--- config.mk ---
export PLATFORM = sky130hd
export DESIGN_NAME = packet_position_delta_varint_encoder
export DESIGN_NICKNAME = d
export VERILOG_FILES = /design/src/design/ppdve_pkg.sv /design/src/design/ppdve_front.sv /design/src/design/ppdve_queue.sv /design/src/design/ppdve_back.sv /design/src/design/packet_position_delta_varint_encoder.sv
export SDC_FILE = /design/constraint.sdc
export NUM_CORES = 1
export LEC_CHECK = 0
export BUFFER_PORTS_ARGS = -buffer_cell sky130_fd_sc_hd__buf_2
export CAP_MARGIN = 10
export CORE_UTILIZATION = 45
export CTS_CLUSTER_SIZE = 8
export DETAILED_ROUTE_END_ITERATION = 6
export GPL_TIMING_DRIVEN = 0
export SLEW_MARGIN = 5
export SYNTH_ARGS = -nofsm -noshare
export SYNTH_HDL_FRONTEND = slang
export SYNTH_HIERARCHICAL = 1
export SYNTH_SLANG_ARGS = --single-unit
--- constraint.sdc ---
create_clock -name clk -period 7.15 [get_ports clk]
set_input_delay 1.7875 -clock clk [delete_from_list [all_inputs] [get_ports clk]]
set_output_delay 1.7875 -clock clk [all_outputs]
set_load 0.01 [all_outputs]
--- src/design/ppdve_pkg.sv ---
// Shared types and constants for the packet position delta varint encoder.
package ppdve_pkg;

	localparam int POS_W  = 56;
	localparam int FILE_W = 32;
	localparam int LEN_W  = 32;
	localparam int GRP_W  = 7;
	localparam int QDEPTH = 4;
	localparam int QAW    = $clog2(QDEPTH);
	localparam int QCW    = QAW + 1;

	typedef enum logic [1:0] {
		MODE_POS   = 2'd0,
		MODE_START = 2'd1,
		MODE_END   = 2'd2
	} mode_t;

	// One queued command: a segment report or one value to encode.
	typedef struct packed {
		logic              is_report;
		logic [POS_W-1:0]  value;
		logic [FILE_W-1:0] file;
	} cmd_t;

endpackage

--- src/design/ppdve_front.sv ---
// Front end: accepts items, tracks delta history and segment state, queues commands.
module ppdve_front (
	input  logic                            clk,
	input  logic                            arst_n,
	input  logic                            in_valid,
	output logic                            in_ready,
	input  logic [1:0]                      mode,
	input  logic [ppdve_pkg::POS_W-1:0]     packet_offset,
	input  logic [ppdve_pkg::FILE_W-1:0]    file_number,
	input  logic                            q_full,
	output logic                            push,
	output ppdve_pkg::cmd_t                 push_data
);
	import ppdve_pkg::*;

	logic              file_open_q;
	logic [POS_W-1:0]  prev_pos_q;
	logic [POS_W-1:0]  prev_gap_q;
	logic [FILE_W-1:0] open_file_q;
	logic [POS_W-1:0]  delta;
	logic              same_gap;
	logic              accept;

	assign in_ready = !q_full;
	assign accept   = in_valid && in_ready;
	assign delta    = packet_offset - prev_pos_q;
	assign same_gap = (delta == prev_gap_q);

	always_comb begin
		push               = 1'b0;
		push_data.is_report = 1'b0;
		push_data.value    = same_gap ? '0 : delta;
		push_data.file     = open_file_q;
		unique case (mode)
			MODE_POS: begin
				push = accept && file_open_q;
			end
			MODE_START, MODE_END: begin
				push                = accept && file_open_q;
				push_data.is_report = 1'b1;
			end
			default: begin
				push = 1'b0;
			end
		endcase
	end

	always_ff @(posedge clk or negedge arst_n) begin
		if (!arst_n) begin
			file_open_q <= 1'b0;
			prev_pos_q  <= '0;
			prev_gap_q  <= '0;
			open_file_q <= '0;
		end else if (accept) begin
			unique case (mode)
				MODE_POS: begin
					if (!same_gap)
						prev_gap_q <= delta;
					prev_pos_q <= packet_offset;
				end
				MODE_START: begin
					prev_pos_q  <= '0;
					prev_gap_q  <= '0;
					file_open_q <= 1'b1;
					open_file_q <= file_number;
				end
				MODE_END: begin
					file_open_q <= 1'b0;
				end
				default: begin
					file_open_q <= file_open_q;
				end
			endcase
		end
	end

endmodule

--- src/design/ppdve_queue.sv ---
// Command queue between front end and byte emitter.
module ppdve_queue (
	input  logic            clk,
	input  logic            arst_n,
	input  logic            push,
	input  ppdve_pkg::cmd_t push_data,
	input  logic            pop,
	output ppdve_pkg::cmd_t head,
	output logic            full,
	output logic            empty
);
	import ppdve_pkg::*;

	cmd_t           mem_q [QDEPTH];
	logic [QAW-1:0] wr_ptr_q;
	logic [QAW-1:0] rd_ptr_q;
	logic [QCW-1:0] cnt_q;

	assign full  = (cnt_q == QCW'(QDEPTH));
	assign empty = (cnt_q == '0);
	assign head  = mem_q[rd_ptr_q];

	always_ff @(posedge clk) begin
		if (push)
			mem_q[wr_ptr_q] <= push_data;
	end

	always_ff @(posedge clk or negedge arst_n) begin
		if (!arst_n) begin
			wr_ptr_q <= '0;
			rd_ptr_q <= '0;
			cnt_q    <= '0;
		end else begin
			if (push)
				wr_ptr_q <= wr_ptr_q + 1'b1;
			if (pop)
				rd_ptr_q <= rd_ptr_q + 1'b1;
			if (push && !pop)
				cnt_q <= cnt_q + 1'b1;
			else if (pop && !push)
				cnt_q <= cnt_q - 1'b1;
		end
	end

`ifndef ASSERT_OFF
	a_cnt_bound: assert property (@(posedge clk) disable iff (!arst_n)
		cnt_q <= QCW'(QDEPTH)) else $error("queue count overflow");
	a_no_overrun: assert property (@(posedge clk) disable iff (!arst_n)
		push |-> !full) else $error("push into full queue");
	a_no_underrun: assert property (@(posedge clk) disable iff (!arst_n)
		pop |-> !empty) else $error("pop from empty queue");
`endif

endmodule

--- src/design/ppdve_back.sv ---
// Back end: emits 7-bit groups one per cycle while out_ready is high, counts segment bytes, emits reports.
module ppdve_back (
	input  logic                          clk,
	input  logic                          arst_n,
	input  ppdve_pkg::cmd_t               head,
	input  logic                          empty,
	output logic                          pop,
	output logic                          out_valid,
	input  logic                          out_ready,
	output logic                          kind,
	output logic [7:0]                    index_byte,
	output logic [ppdve_pkg::FILE_W-1:0]  segment_file,
	output logic [ppdve_pkg::LEN_W-1:0]   segment_length,
	output logic                          last
);
	import ppdve_pkg::*;

	logic              busy_q;
	logic              rep_q;
	logic [POS_W-1:0]  val_q;
	logic [FILE_W-1:0] file_q;
	logic [LEN_W-1:0]  cnt_q;
	logic              fin;
	logic              take;

	assign fin  = (val_q[POS_W-1:GRP_W] == '0);
	assign take = busy_q && out_ready;
	assign pop  = !empty && (!busy_q || (take && last));

	assign out_valid      = busy_q;
	assign kind           = rep_q;
	assign index_byte     = rep_q ? 8'd0 : {fin, val_q[GRP_W-1:0]};
	assign segment_file   = rep_q ? file_q : '0;
	assign segment_length = rep_q ? cnt_q : '0;
	assign last           = rep_q || fin;

	always_ff @(posedge clk) begin
		if (pop) begin
			rep_q  <= head.is_report;
			val_q  <= head.value;
			file_q <= head.file;
		end else if (take && !rep_q) begin
			val_q <= val_q >> GRP_W;
		end
	end

	always_ff @(posedge clk or negedge arst_n) begin
		if (!arst_n) begin
			busy_q <= 1'b0;
			cnt_q  <= '0;
		end else begin
			if (pop)
				busy_q <= 1'b1;
			else if (take && last)
				busy_q <= 1'b0;
			if (take) begin
				if (rep_q)
					cnt_q <= '0;
				else if (cnt_q != '1)
					cnt_q <= cnt_q + 1'b1;
			end
		end
	end

`ifndef ASSERT_OFF
	a_byte_mark: assert property (@(posedge clk) disable iff (!arst_n)
		(out_valid && !kind) |-> (last == index_byte[7]))
		else $error("final mark and last disagree");
	a_report_shape: assert property (@(posedge clk) disable iff (!arst_n)
		(out_valid && kind) |-> (last && index_byte == 8'd0))
		else $error("malformed report");
	a_count_cleared: assert property (@(posedge clk) disable iff (!arst_n)
		(take && rep_q) |=> (cnt_q == '0))
		else $error("byte count not cleared after report");
`endif

endmodule

--- src/design/packet_position_delta_varint_encoder.sv ---
// Top level of the packet position delta varint encoder.
//
//  channel  handshake             payload
//  in       in_valid/in_ready     mode, packet_offset, file_number
//  out      out_valid/out_ready   kind, index_byte, segment_file, segment_length, last
//
// An item is taken every cycle while the 4-entry command queue has room.
// A position emits 1 to 8 bytes, one per cycle while out_ready is high; a report is a single result.
// Sustained rate is set by the byte emitter, which pops the next command as the last result is taken.
// Reset clears the delta history, segment state and queue; no clearing pass.
// Either side may stall; the queue decouples the front end from the emitter.
module packet_position_delta_varint_encoder (
	input  logic                          clk,
	input  logic                          arst_n,
	input  logic                          in_valid,
	output logic                          in_ready,
	input  logic [1:0]                    mode,
	input  logic [ppdve_pkg::POS_W-1:0]   packet_offset,
	input  logic [ppdve_pkg::FILE_W-1:0]  file_number,
	output logic                          out_valid,
	input  logic                          out_ready,
	output logic                          kind,
	output logic [7:0]                    index_byte,
	output logic [ppdve_pkg::FILE_W-1:0]  segment_file,
	output logic [ppdve_pkg::LEN_W-1:0]   segment_length,
	output logic                          last
);
	import ppdve_pkg::*;

	logic push;
	logic pop;
	logic q_full;
	logic q_empty;
	cmd_t push_data;
	cmd_t head;

	ppdve_front u_front (
		.clk          (clk),
		.arst_n       (arst_n),
		.in_valid     (in_valid),
		.in_ready     (in_ready),
		.mode         (mode),
		.packet_offset(packet_offset),
		.file_number  (file_number),
		.q_full       (q_full),
		.push         (push),
		.push_data    (push_data)
	);

	ppdve_queue u_queue (
		.clk      (clk),
		.arst_n   (arst_n),
		.push     (push),
		.push_data(push_data),
		.pop      (pop),
		.head     (head),
		.full     (q_full),
		.empty    (q_empty)
	);

	ppdve_back u_back (
		.clk           (clk),
		.arst_n        (arst_n),
		.head          (head),
		.empty         (q_empty),
		.pop           (pop),
		.out_valid     (out_valid),
		.out_ready     (out_ready),
		.kind          (kind),
		.index_byte    (index_byte),
		.segment_file  (segment_file),
		.segment_length(segment_length),
		.last          (last)
	);

endmodule

# Yosys cells after proc, flatten, opt, wreduce, memory -nomap -nowiden
# Memories as Yosys holds them, arrays and structs flattened.
# Index checks and enable logic that the tools add are counted.
dict set report word_totals {
  ff_bits 274
  latch_bits 0
  ramBits 356
  mem_bits_ro 0
  input_bits 94
  out_inout_bits 76
  elab_cells 77
  n_memories 1
}
# memory words word_bits rd rd_ports_with_merged_regs write_ports line_no
set memory_table {}
lappend memory_table {u_queue.mem_q 4 89 1 0 1 ppdve_queue.sv:14} ;# cmd_t mem_q [QDEPTH];
dict set report classes {
  add_sub_neg 6
  n_mul 0
  div 0
  magnitude_cmp 0
  eq_ne 6
  shifts 0
  mux 20
  n_bitwise 0
  reduce_logical 32
}
# cell n
set ops {}
lappend ops {{$mux W56} 4}
lappend ops {{$pmux W56 S2} 2}
lappend ops {{$mux W32} 4}
lappend ops {{$eq A56 B56 Y1} 1}
lappend ops {{$sub A56 B56 Y56} 1}
lappend ops {{$logic_not A49 Y1} 1}
lappend ops {{$add A32 B1 Y32 const B} 1}
lappend ops {{$ne A32 B32 Y1 const B} 1}
lappend ops {{$reduce_bool A2 Y1} 6}
lappend ops {{$logic_and A1 B1 Y1} 8}
lappend ops {{$mux W8} 1}
lappend ops {{$reduce_and A2 Y1} 4}
lappend ops {{$logic_not A1 Y1} 6}
lappend ops {{$mux W1} 6}
lappend ops {{$mux W3} 2}
lappend ops {{$add A2 B1 Y2 const B} 2}
lappend ops {{$add A3 B1 Y3 const B} 1}
lappend ops {{$eq A3 B3 Y1 const B} 1}
lappend ops {{$logic_not A3 Y1} 1}
lappend ops {{$reduce_and A3 Y1} 1}
lappend ops {{$reduce_or A3 Y1} 1}
lappend ops {{$sub A3 B1 Y3 const B} 1}
lappend ops {{$eq A2 B1 Y1 const B} 1}
lappend ops {{$eq A2 B2 Y1 const B} 1}
lappend ops {{other kinds (5)} 6}

# Logic depth before layout (Yosys ltp)
# Gate-level depths: netlist of the first run.
dict set report logic_depth {
  word_depth 9
  ltp_mapped 17
  ltp_nobuf 15
}

# Cells and area by module
# Netlist of the first run, hierarchy kept.
# mod instances cells_per_inst area_per_inst_um2 seq_area_each_um2
set modules_own_cells {}
lappend modules_own_cells {ppdve_queue 1 499 13325.3 10865.4}
lappend modules_own_cells {ppdve_front 1 1414 11770.0 3628.5}
lappend modules_own_cells {ppdve_back 1 466 5873.1 3498.4}

# Worst setup path before layout of the first run
# No wires, ideal clock.
dict set report synth_timing {
  path_kind {input -> register}
  startpoint {input packet_offset[0] (netlist name)}
  endpoint {memory u_queue/mem_q[0][44] (netlist name), data pin}
  arrival_time_ps 5446
  slack_ps 1441
  cell_stages 17
  path_buffers 2
  cell_sequence {inv_1 > ha_1 > inv_1 > fa_1 > a211oi_2 > nor4_1 > a211oi_4 > o22ai_1 > a2111oi_4 > o2111ai_1 > a2111o_1 > nor4_1 > nand4_1 > or3_1 > buf_2 > clkbuf_1 > and2_1}
}
# element line_no
set synth_rtl {}
lappend synth_rtl {{from (decl)} packet_position_delta_varint_encoder.sv:18} ;# input logic [ppdve_pkg::POS_W-1:0] packet_offset,
lappend synth_rtl {{to (decl)} ppdve_queue.sv:14}

==> impl_metrics.toml, run 1 <==
[pwr]
p_per_area_nw_per_um2 = 415
seq_power_share = 0.382
net-switching-power_uw = 5220
clock_power_share = 0.262
p_sw_frac = 0.352
leakage_uw = 0.0131
vdd_ir_drop_max_v = 0.000236
pwr-share-comb = 0.356
intPower_uw = 9620

[clock_tree]
cts-root-to-sink-buffers = 3
cts_repair_resize_count = 3
clk_pin_slew_worst_setup_hold_paths_ps = 50
hold_buffers = 0
tritoncts_num_sinks = 630
cts.repair_timing.setup_buffer_count = 0
tritoncts_clock_tree = "built"
cts.root.buffer_cell = "clkbuf_16"
cts-htree-levels = 3
clock_latency_ps = 640
number_of_cts_inserted_buffers = 88

[worst_setup_path]
crit_path_max_fanout = 10
cp-end-kind = "flop"
timing.critical_path.arrival_ps = 7290
critPathRequiredTime_ps = 7460
critical_path_startpoint_category = "input pin"
worstSetupPathType = "input pin to flop"

[timing]
fin_hold_ws_ps = 483
finalMaxSlewViolations = 0
final_hold_vios = 0
max_slew.worst_pin.slew_ps = 1290
timing.slew.headroom = 0.138
post_route_clock_period_utilization = 0.977
timing.fmax_ghz = 0.143
post-route-min-period_ps = 6980
grt_setup_unrepaired = "no"
post_route_clock_skew_ps = 45.6
final-setup-viol-count = 0

[yosys]
synth_top_flop_cell = "edfxtp_1"
synth_async_reset_ratio = 0.294
netlist_area_um2 = 31000
synth_enable_flop_cells = 445
postSynthNetCount = 2540
synth_sequential_area_ratio = 0.581
synth.yosys.warnings = 6
synth.avg_cell_area_um2 = 13.0
postSynthRegisterBits = 630
postSynthCellCount = 2379
number_of_unique_standard_cell_types_used_by_synthesis = 99

[drt]
antenna_left = 0
drt_wl_total_um = 86500
drtIter0Drc = 1589
drtPass1Iterations = 5
routed_wire_length_per_instance_um = 24.2
detail_route.vias_per_cell = 5.87
route.vias.total = 21000
drc_violations_left = 0

[finish]
fillCellCount = 5818
post_route_cells_drive_above_1_share = 0.206
final_core_util = 0.529
area_delta_synth_final_pct = 15.5
design.final.nets = 2807

[floorplanning]
die_h_um = 264
core_region_area_um2 = 67600
initial_utilization = 0.458
row_count = 95
die-width_um = 264
ioPinCount = 170
die_area_um2 = 69900

[placed_design]
numPortBuffers = 169
detailedPlacementHpwl_um = 63500
finalWeightedCongestion = 0.965

[global_route]
global_route.usage.total = 0.250
globalRoute.totalOverflow = 0
initial_antenna_violation_count = 1
largest_net_degree_at_the_start_of_global_routing = 74
grt_first_pass_wirelength_um = 132000
grt_pass1_vias = 21600

[min_path]
min_path_type = "flop to flop"

[job]
max-cap-violations = 0

[status]
status = "finished, final reports clean"
[cells by family after synthesis]
| logic type | Yosys count | synth area share |
|---|---|---|
| and+or+nand+nor | 699 | 0.117 |
| DFF | 630 | 0.581 |
| AOI/OAI and AO/OA | 468 | 0.102 |
| buffers and inverters | 209 | 0.0356 |
| muxes | 181 | 0.0980 |
| xor gates and xnor gates | 125 | 0.0386 |
| adders and majority gates | 67 | 0.0276 |
[state kept, by name (all words and copies together), names as in the netlist]
| name | cells |
|---|---|
| u_back/out_valid | 1 |
| u_queue/wr_ptr_q | 2 |
| u_back/val_q | 56 |
| u_front/prev_pos_q | 56 |
| u_queue/cnt_q | 3 |
| u_back/file_q | 32 |
| u_queue/rd_ptr_q | 2 |
| u_queue/mem_q | 356 |
| u_back/kind | 1 |
| u_front/file_open_q | 1 |
| u_back/cnt_q | 32 |
| u_front/prev_gap_q | 56 |
| u_front/open_file_q | 32 |
[layer usage]
metal / share of wire / track usage / vias to the layer above
li1: - / - / 9558
met1: 0.42 / 0.321 / 10600
met2: 0.49 / 0.423 / 627
met3: 0.044 / 0.0338 / 168
met4: 0.045 / 0.113 / 0
met5: 0 / 0 / -
[cell usage after synthesis, types with 9 or more instances]
cell type / instances / area share
nand3_1: 33 / 0.0053
or4_1: 9 / 0.0022
nor3_1: 37 / 0.0060
nand2_1: 184 / 0.022
o211ai_1: 16 / 0.0039
a22o_1: 19 / 0.0054
dfrtp_1: 185 / 0.15
inv_1: 79 / 0.0096
mux2_2: 67 / 0.024
ha_1: 65 / 0.026
xor2_1: 52 / 0.015
mux2_1: 20 / 0.0073
or3_1: 17 / 0.0034
clkbuf_1: 43 / 0.0052
a32o_1: 38 / 0.012
mux4_2: 89 / 0.065
nor4_1: 29 / 0.0059
nand2b_1: 13 / 0.0026
buf_2: 51 / 0.0082
a31oi_1: 11 / 0.0022
o31ai_1: 11 / 0.0027
buf_12: 9 / 0.0058
and2_1: 120 / 0.024
a21o_1: 10 / 0.0024
nor2b_1: 20 / 0.0040
edfxtp_1: 445 / 0.43
nor2_1: 125 / 0.015
o21ai_1: 23 / 0.0037
xnor2_1: 66 / 0.019
a21oi_1: 106 / 0.017
buf_6: 11 / 0.0040
o21ai_0: 122 / 0.020
nand4_1: 58 / 0.012
or2_2: 11 / 0.0022
a211oi_1: 13 / 0.0032
[path summary, 6_finish.rpt]
check                      slack, ps  cells after the start                   from                 endpoint
max in group asynchronous       5230                      2                 arst_n   u_front/prev_pos_q[54]
max                              170                     15       packet_offset[3]     u_queue/mem_q[1][84]
max reg2reg                     1090                     15  u_front/prev_pos_q[3]     u_queue/mem_q[1][84]
min reg2reg                      480                      2    u_front/file_open_q      u_front/file_open_q
min in group asynchronous       1050                      1                 arst_n  u_front/open_file_q[27]
min                              480                      2    u_front/file_open_q      u_front/file_open_q
[placed cells by master (no fill, tap or decap), drive strengths merged, types with 20 or more instances in the layout]
cell,Yosys,layout
a32o,38,38
edfxtp,445,445
nand2,185,185
a21oi,110,110
nor3,38,38
xnor2,66,66
clkbuf,44,184
nand3,33,33
and2,122,122
dfrtp,185,185
nor4,30,30
mux2,87,87
nand4,60,60
inv,79,80
mux4,89,89
nor2,125,125
buf,85,262
o21ai,145,145
nor2b,20,20
xor2,52,52
ha,65,65
[stage by stage]
| stage | setup TNS, ps | instances | worst slack (ps) | instance area (um^2) | total power, uW |
|---|---|---|---|---|---|
| 2_1_floorplan | 0 | 2379 | 1440 | 31000 | 9170 |
| 3_3_place_gp | -197360 | 3421 | -1230 | 32900 | 10900 |
| 3_5_place_dp | -178920 | 3429 | -1140 | 33100 | 11000 |
| 4_1_cts | 0 | 3576 | 240 | 35800 | 15000 |
| 5_1_grt | 0 | 3577 | 88.6 | 35800 | 15600 |
| 6_report | 0 | 3577 | 167 | 35800 | 14800 |
[critical path: stages]
cell and delay, ps:
buf_2 110, ha_1 260, buf_4 140, o211a_1 150, a21boi_0 550, o211ai_1 190, a211oi_1 700, xor2_1 350
a311oi_2 590, nand4_1 320, nor4_2 460, nand4_1 340, nor3_4 520, clkbuf_1 520, nor2_1 270
[power by group through the flow]
stage / clock [uW] / sequential [uW] / combinational, uW
floorplan: 0 / 5560 / 3610
global placement: 0 / 5730 / 5120
detailed placement: 0 / 5730 / 5260
CTS: 3990 / 5670 / 5300
global route: 4140 / 5760 / 5710
finish: 3890 / 5670 / 5290
[final cells by class]
| class | count | area [um^2] | area share |
|---|---|---|---|
| inverter | 80 | 300 | 0.00840 |
| multi-input combinational | 1540 | 11900 | 0.333 |
| timing repair buffer | 177 | 1060 | 0.0297 |
| buffer | 129 | 803 | 0.0225 |
| clock inverter | 7 | 186 | 0.00521 |
| sequential | 630 | 18000 | 0.503 |
| tap | 873 | 1090 | 0.0305 |
| antenna | 1 | 2.50 | 0.0000700 |
| clock buffer | 140 | 2410 | 0.0673 |
Note: power is estimated with default switching activity, not from simulation.
==> inputs of run 2 (changes only) <==
--- a/config.mk
+++ b/config.mk
@@ -7,10 +7,11 @@
 export LEC_CHECK = 0
 export BUFFER_PORTS_ARGS = -buffer_cell sky130_fd_sc_hd__buf_2
 export CAP_MARGIN = 10
-export CORE_UTILIZATION = 45
+export CORE_UTILIZATION = 62
 export CTS_CLUSTER_SIZE = 8
 export DETAILED_ROUTE_END_ITERATION = 6
 export GPL_TIMING_DRIVEN = 0
+export PLACE_DENSITY = 0.81
 export SLEW_MARGIN = 5
 export SYNTH_ARGS = -nofsm -noshare
 export SYNTH_HDL_FRONTEND = slang
==> constraint.sdc (replaced) <==
create_clock -name clk -period 7.8 [get_ports clk]
set_input_delay 1.95 -clock clk [delete_from_list [all_inputs] [get_ports clk]]
set_output_delay 1.95 -clock clk [all_outputs]
set_load 0.01 [all_outputs]
==> impl_metrics.toml, run 2 (synthesized netlist as in run 1, its figures left out) <==
[global_route]
globalRoute.totalOverflow = 0
largest_net_degree_at_the_start_of_global_routing = 113
global_route.usage.total = 0.369
initial_antenna_violation_count = 1
grt_first_pass_wirelength_um = 138000
grt_pass1_vias = 22700

[worst_setup_path]
critical_path.max_stage_delay_ps = 890
crit_path_top_delay_cell = "a311oi_1"
r2r-start = "u_front/prev_pos_q[3]"
cp_cell_sequence = "buf_2 -> ha_1 -> buf_4 -> o211a_1 -> a21boi_0 -> o211ai_1 -> a211oi_1 -> xor2_1 -> a311oi_1 -> nand4_1 -> nor4_1 -> nand4_1 -> nor3_4 -> clkbuf_1 -> nor2_1"
critPathRequiredTime_ps = 8100
cp-end-kind = "flop"
bufs_and_invs_on_worst_path = 3
critical_path_startpoint_category = "input pin"
r2r.worst_path.cells = 15
crit-reg2reg-capture = "u_queue/mem_q[2][84]"
timing.critical_path.max_delay_family = "compound AO/OA/AOI/OAI gates"
worstSetupPathType = "input pin to flop"
crit_path_max_fanout = 10
rrSetupSlack_ps = 990
critPathMostFrequentCell = "nand4_1"
timing.critical_path.arrival_ps = 8180

[pwr]
net-switching-power_uw = 4950
vdd_ir_drop_max_v = 0.000208
pwr-share-comb = 0.360
power.total_uw = 13800
p_per_area_nw_per_um2 = 389
intPower_uw = 8820
clock_power_share = 0.258
seq_power_share = 0.383
p_sw_frac = 0.360
leakage_uw = 0.0131

[floorplanning]
die_area_um2 = 50800
row_count = 81
die-width_um = 225
die_h_um = 225
initial_utilization = 0.630
ioPinCount = 170
core_region_area_um2 = 49200

[clock_tree]
cts_repair_resize_count = 0
tritoncts_clock_tree = "built"
cts.root.buffer_cell = "clkbuf_16"
cts.repair_timing.setup_buffer_count = 0
cts-htree-levels = 3
clk_pin_slew_worst_setup_hold_paths_ps = 50
hold_buffers = 0
cts-root-to-sink-buffers = 3
clock_latency_ps = 640
tritoncts_num_sinks = 630
number_of_cts_inserted_buffers = 88

[drt]
drc_violations_left = 0
drtIter0Drc = 2411
detail_route.vias_per_cell = 6.57
drt_wl_total_um = 92400
routed_wire_length_per_instance_um = 27.4
drtPass1Iterations = 6
route.vias.total = 22200
antenna_left = 0

[finish]
flip_flop_count_of_the_largest_register_after_layout = 356
layout_commonest_cell = "edfxtp_1"
fin_area_um2 = 35400
most_flop_heavy_register = "u_queue/mem_q"
area_delta_synth_final_pct = 14.3
area.sequential_um2 = 18000
n_antenna_cell = 0
multi_input_area_um2 = 11900
post_route_cells_drive_above_1_share = 0.204
fillCellCount = 3062
layout_common_cells = "445 x edfxtp_1, 219 x buf_2, 185 x dfrtp_1"
design.final.nets = 2806

[placed_design]
post_dp_cell_area_um2 = 32900
numPortBuffers = 169
detailedPlacementHpwl_um = 62700
finalWeightedCongestion = 0.960
detailedPlace.worstSlack_ps = -541

[timing]
post_route_clock_period_utilization = 1.01
final-setup-viol-count = 17
timing.fmax_ghz = 0.127
finalMaxSlewViolations = 0
final_hold_vios = 0
setup_slack_ps = -81.6
grt_setup_unrepaired = "no"
fin_hold_ws_ps = 513
post-route-min-period_ps = 7880
post_route_clock_skew_ps = 38.7
max_slew.worst_pin.slew_ps = 1270
timing.slew.headroom = 0.147
setup_tns_ps = -602

[min_path]
min_delay_worst_endpoint = "u_front/prev_gap_q[53]"
number_of_cells_on_the_worst_hold_path = 1
hold_path_startpoint = "u_front/prev_gap_q[53]"
min_path_type = "flop to flop"

[status]
violated_checks = "negative setup slack"
status = "finished with violations"

[job]
max-cap-violations = 0
## run 2: final cells by class
| cell class | count | area share |
|---|---|---|
| clock buffers | 150 | 0.0688 |
| inverters | 80 | 0.00849 |
| well taps | 664 | 0.0235 |
| flip-flops and latches | 630 | 0.508 |
| multi-input cells | 1540 | 0.336 |
| plain buffers | 129 | 0.0227 |
| clock inverters | 5 | 0.00258 |
| repair buffers | 176 | 0.0292 |
## run 2: worst max path at each step
| stage | startpoint | to | cells past startpoint |
|---|---|---|---|
| 6_report | packet_offset[3] | u_queue/mem_q[2][84] | 15 |
| 5_1_grt | packet_offset[3] | u_queue/mem_q[2][84] | 15 |
| 4_1_cts | packet_offset[3] | u_queue/mem_q[2][84] | 15 |
| 3_5_place_dp | packet_offset[3] | u_queue/mem_q[0][84] | 15 |
| 3_3_place_gp | packet_offset[3] | u_queue/mem_q[0][84] | 15 |
| 2_1_floorplan | packet_offset[0] | u_queue/mem_q[0][44] | 17 |
## run 2: per-layer routing
metal | vias up | GRT usage | part of all wire | wire [um]
met3 | 268 | 0.0589 | 0.070 | 6460
met1 | 11000 | 0.455 | 0.38 | 34800
met4 | 2 | 0.196 | 0.056 | 5160
met5 | - | 0 | 0.00013 | 12
met2 | 1286 | 0.627 | 0.50 | 46000
li1 | 9571 | - | - | -
## run 2: metrics by stage
step / std cells / utilization
6_report: 3374 / 0.720
5_1_grt: 3374 / 0.720
4_1_cts: 3374 / 0.720
3_5_place_dp: 3219 / 0.668
3_3_place_gp: 3212 / 0.664
2_1_floorplan: 2379 / -
## run 2: power by group through the flow
stage / Sequential, uW / Combinational, uW / Clock (uW)
5_1_grt: 5320 / 5250 / 3710
3_5_place_dp: 5270 / 4730 / 0
3_3_place_gp: 5250 / 4540 / 0
2_1_floorplan: 5100 / 3310 / 0
4_1_cts: 5250 / 4870 / 3590
6_report: 5270 / 4950 / 3550
==> inputs of run 3 (changes only) <==
--- a/config.mk
+++ b/config.mk
@@ -7,11 +7,10 @@
 export LEC_CHECK = 0
 export BUFFER_PORTS_ARGS = -buffer_cell sky130_fd_sc_hd__buf_2
 export CAP_MARGIN = 10
-export CORE_UTILIZATION = 62
+export CORE_UTILIZATION = 47
 export CTS_CLUSTER_SIZE = 8
 export DETAILED_ROUTE_END_ITERATION = 6
 export GPL_TIMING_DRIVEN = 0
-export PLACE_DENSITY = 0.81
 export SLEW_MARGIN = 5
 export SYNTH_ARGS = -nofsm -noshare
 export SYNTH_HDL_FRONTEND = slang
==> impl_metrics.toml, run 3 (synthesized netlist as in run 1, its figures left out) <==
[status]
status = "finished, final reports clean"

[finish]
multi_input_area_um2 = 11900
layout_commonest_cell = "edfxtp_1"
most_flop_heavy_register = "u_queue/mem_q"
post_route_cells_drive_above_1_share = 0.206
flip_flop_count_of_the_largest_register_after_layout = 356
design.final.nets = 2807
area.sequential_um2 = 18000
layout_common_cells = "445 x edfxtp_1, 219 x buf_2, 185 x dfrtp_1"
fillCellCount = 5422
area_delta_synth_final_pct = 15.6
final_cell_count_without_fillers = 3570

[drt]
drt_wl_total_um = 86200
drtIter0Drc = 1553
routed_wire_length_per_instance_um = 24.1
drtPass1Iterations = 5
route.vias.total = 20900
antenna_left = 0
drc_violations_left = 0
detail_route.vias_per_cell = 5.84

[pwr]
leakage_uw = 0.0131
power.total_uw = 13700
p_per_area_nw_per_um2 = 381
vdd_ir_drop_max_v = 0.000203

[clock_tree]
hold_buffers = 0
cts.root.buffer_cell = "clkbuf_16"
cts_repair_resize_count = 0
cts-htree-levels = 3
clk_pin_slew_worst_setup_hold_paths_ps = 50
cts-root-to-sink-buffers = 3
tritoncts_num_sinks = 630
number_of_cts_inserted_buffers = 89
clock_latency_ps = 660
cts.repair_timing.setup_buffer_count = 0
tritoncts_clock_tree = "built"

[worst_setup_path]
cp-end-kind = "flop"
critical_path_startpoint_category = "input pin"
rrSetupSlack_ps = 1220
crit_path_max_fanout = 10
critPathRequiredTime_ps = 8150
worstSetupPathType = "input pin to flop"
r2r.worst_path.cells = 14
timing.critical_path.arrival_ps = 8010

[floorplanning]
ioPinCount = 170
die_area_um2 = 66900
die_h_um = 259
initial_utilization = 0.478
row_count = 93
die-width_um = 259
core_region_area_um2 = 64800

[timing]
post-route-min-period_ps = 7660
final_hold_vios = 0
grt_setup_unrepaired = "no"
final-setup-viol-count = 0
post_route_clock_period_utilization = 0.982
max_slew.worst_pin.slew_ps = 1370
finalMaxSlewViolations = 0
timing.fmax_ghz = 0.131
fin_hold_ws_ps = 486
timing.slew.headroom = 0.0845
post_route_clock_skew_ps = 58.0

[global_route]
grt_first_pass_wirelength_um = 130000
grt_pass1_vias = 21400
largest_net_degree_at_the_start_of_global_routing = 112
globalRoute.totalOverflow = 0
global_route.usage.total = 0.260
initial_antenna_violation_count = 0

[min_path]
number_of_cells_on_the_worst_hold_path = 0
min_path_type = "flop to flop"

[placed_design]
post-place-cells = 3410
numPortBuffers = 169
detailedPlacementHpwl_um = 62800
finalWeightedCongestion = 0.968

[job]
max-cap-violations = 0
## run 3: metrics by stage
step | setup slack (ps) | area [um^2] | setup TNS (ps) | utilization
3_3_place_gp | -584 | 32900 | -24490 | 0.507
6_report | 140 | 35800 | 0 | 0.552
4_1_cts | 131 | 35800 | 0 | 0.552
5_1_grt | 34.2 | 35800 | 0 | 0.552
2_1_floorplan | 1930 | 31000 | 0 | -
3_5_place_dp | -535 | 33100 | -19970 | 0.511
## run 3: power breakdown
group / switching [uW] / internal, uW
Sequential: 423 / 4770
Combinational: 2880 / 1930
Clock: 1460 / 2190
## run 3: layout make-up
| type | count | share of cell area |
|---|---|---|
| tap | 855 | 0.0299 |
| antenna | 1 | 0.0000699 |
| inverter | 80 | 0.00839 |
| timing repair buffer | 176 | 0.0291 |
| buffer | 129 | 0.0224 |
| sequential | 630 | 0.503 |
| clock buffer | 150 | 0.0689 |
| multi-input combinational | 1540 | 0.332 |
| clock inverter | 9 | 0.00629 |
## run 3: worst paths after layout
check | from | to
max in group asynchronous | arst_n | u_front/prev_gap_q[29]
worst min register to register | u_front/open_file_q[29] | u_queue/mem_q[1][29]
worst max-delay path | packet_offset[6] | u_queue/mem_q[0][84]
worst max register to register | u_front/prev_pos_q[6] | u_queue/mem_q[0][84]
worst min-delay path | u_front/open_file_q[29] | u_queue/mem_q[1][29]
min in group asynchronous | arst_n | u_back/cnt_q[15]
## run 3: layer usage
layer,wire length (um),GRT usage
met4,4390,0.131
met1,35800,0.328
met5,0,0
met2,42500,0.442
met3,3380,0.0303
## run 3: critical path, stage by stage
cell      delay, ps
buf_2           110
ha_1            390
a21oi_1         370
o21ai_1         150
a211oi_2        910
o41a_1          270
o211ai_1        510
a221oi_1        830
xnor3_1         310
a211oi_1        420
nand4_1         240
nor3_2          770
clkbuf_1        520
nor2_1          240
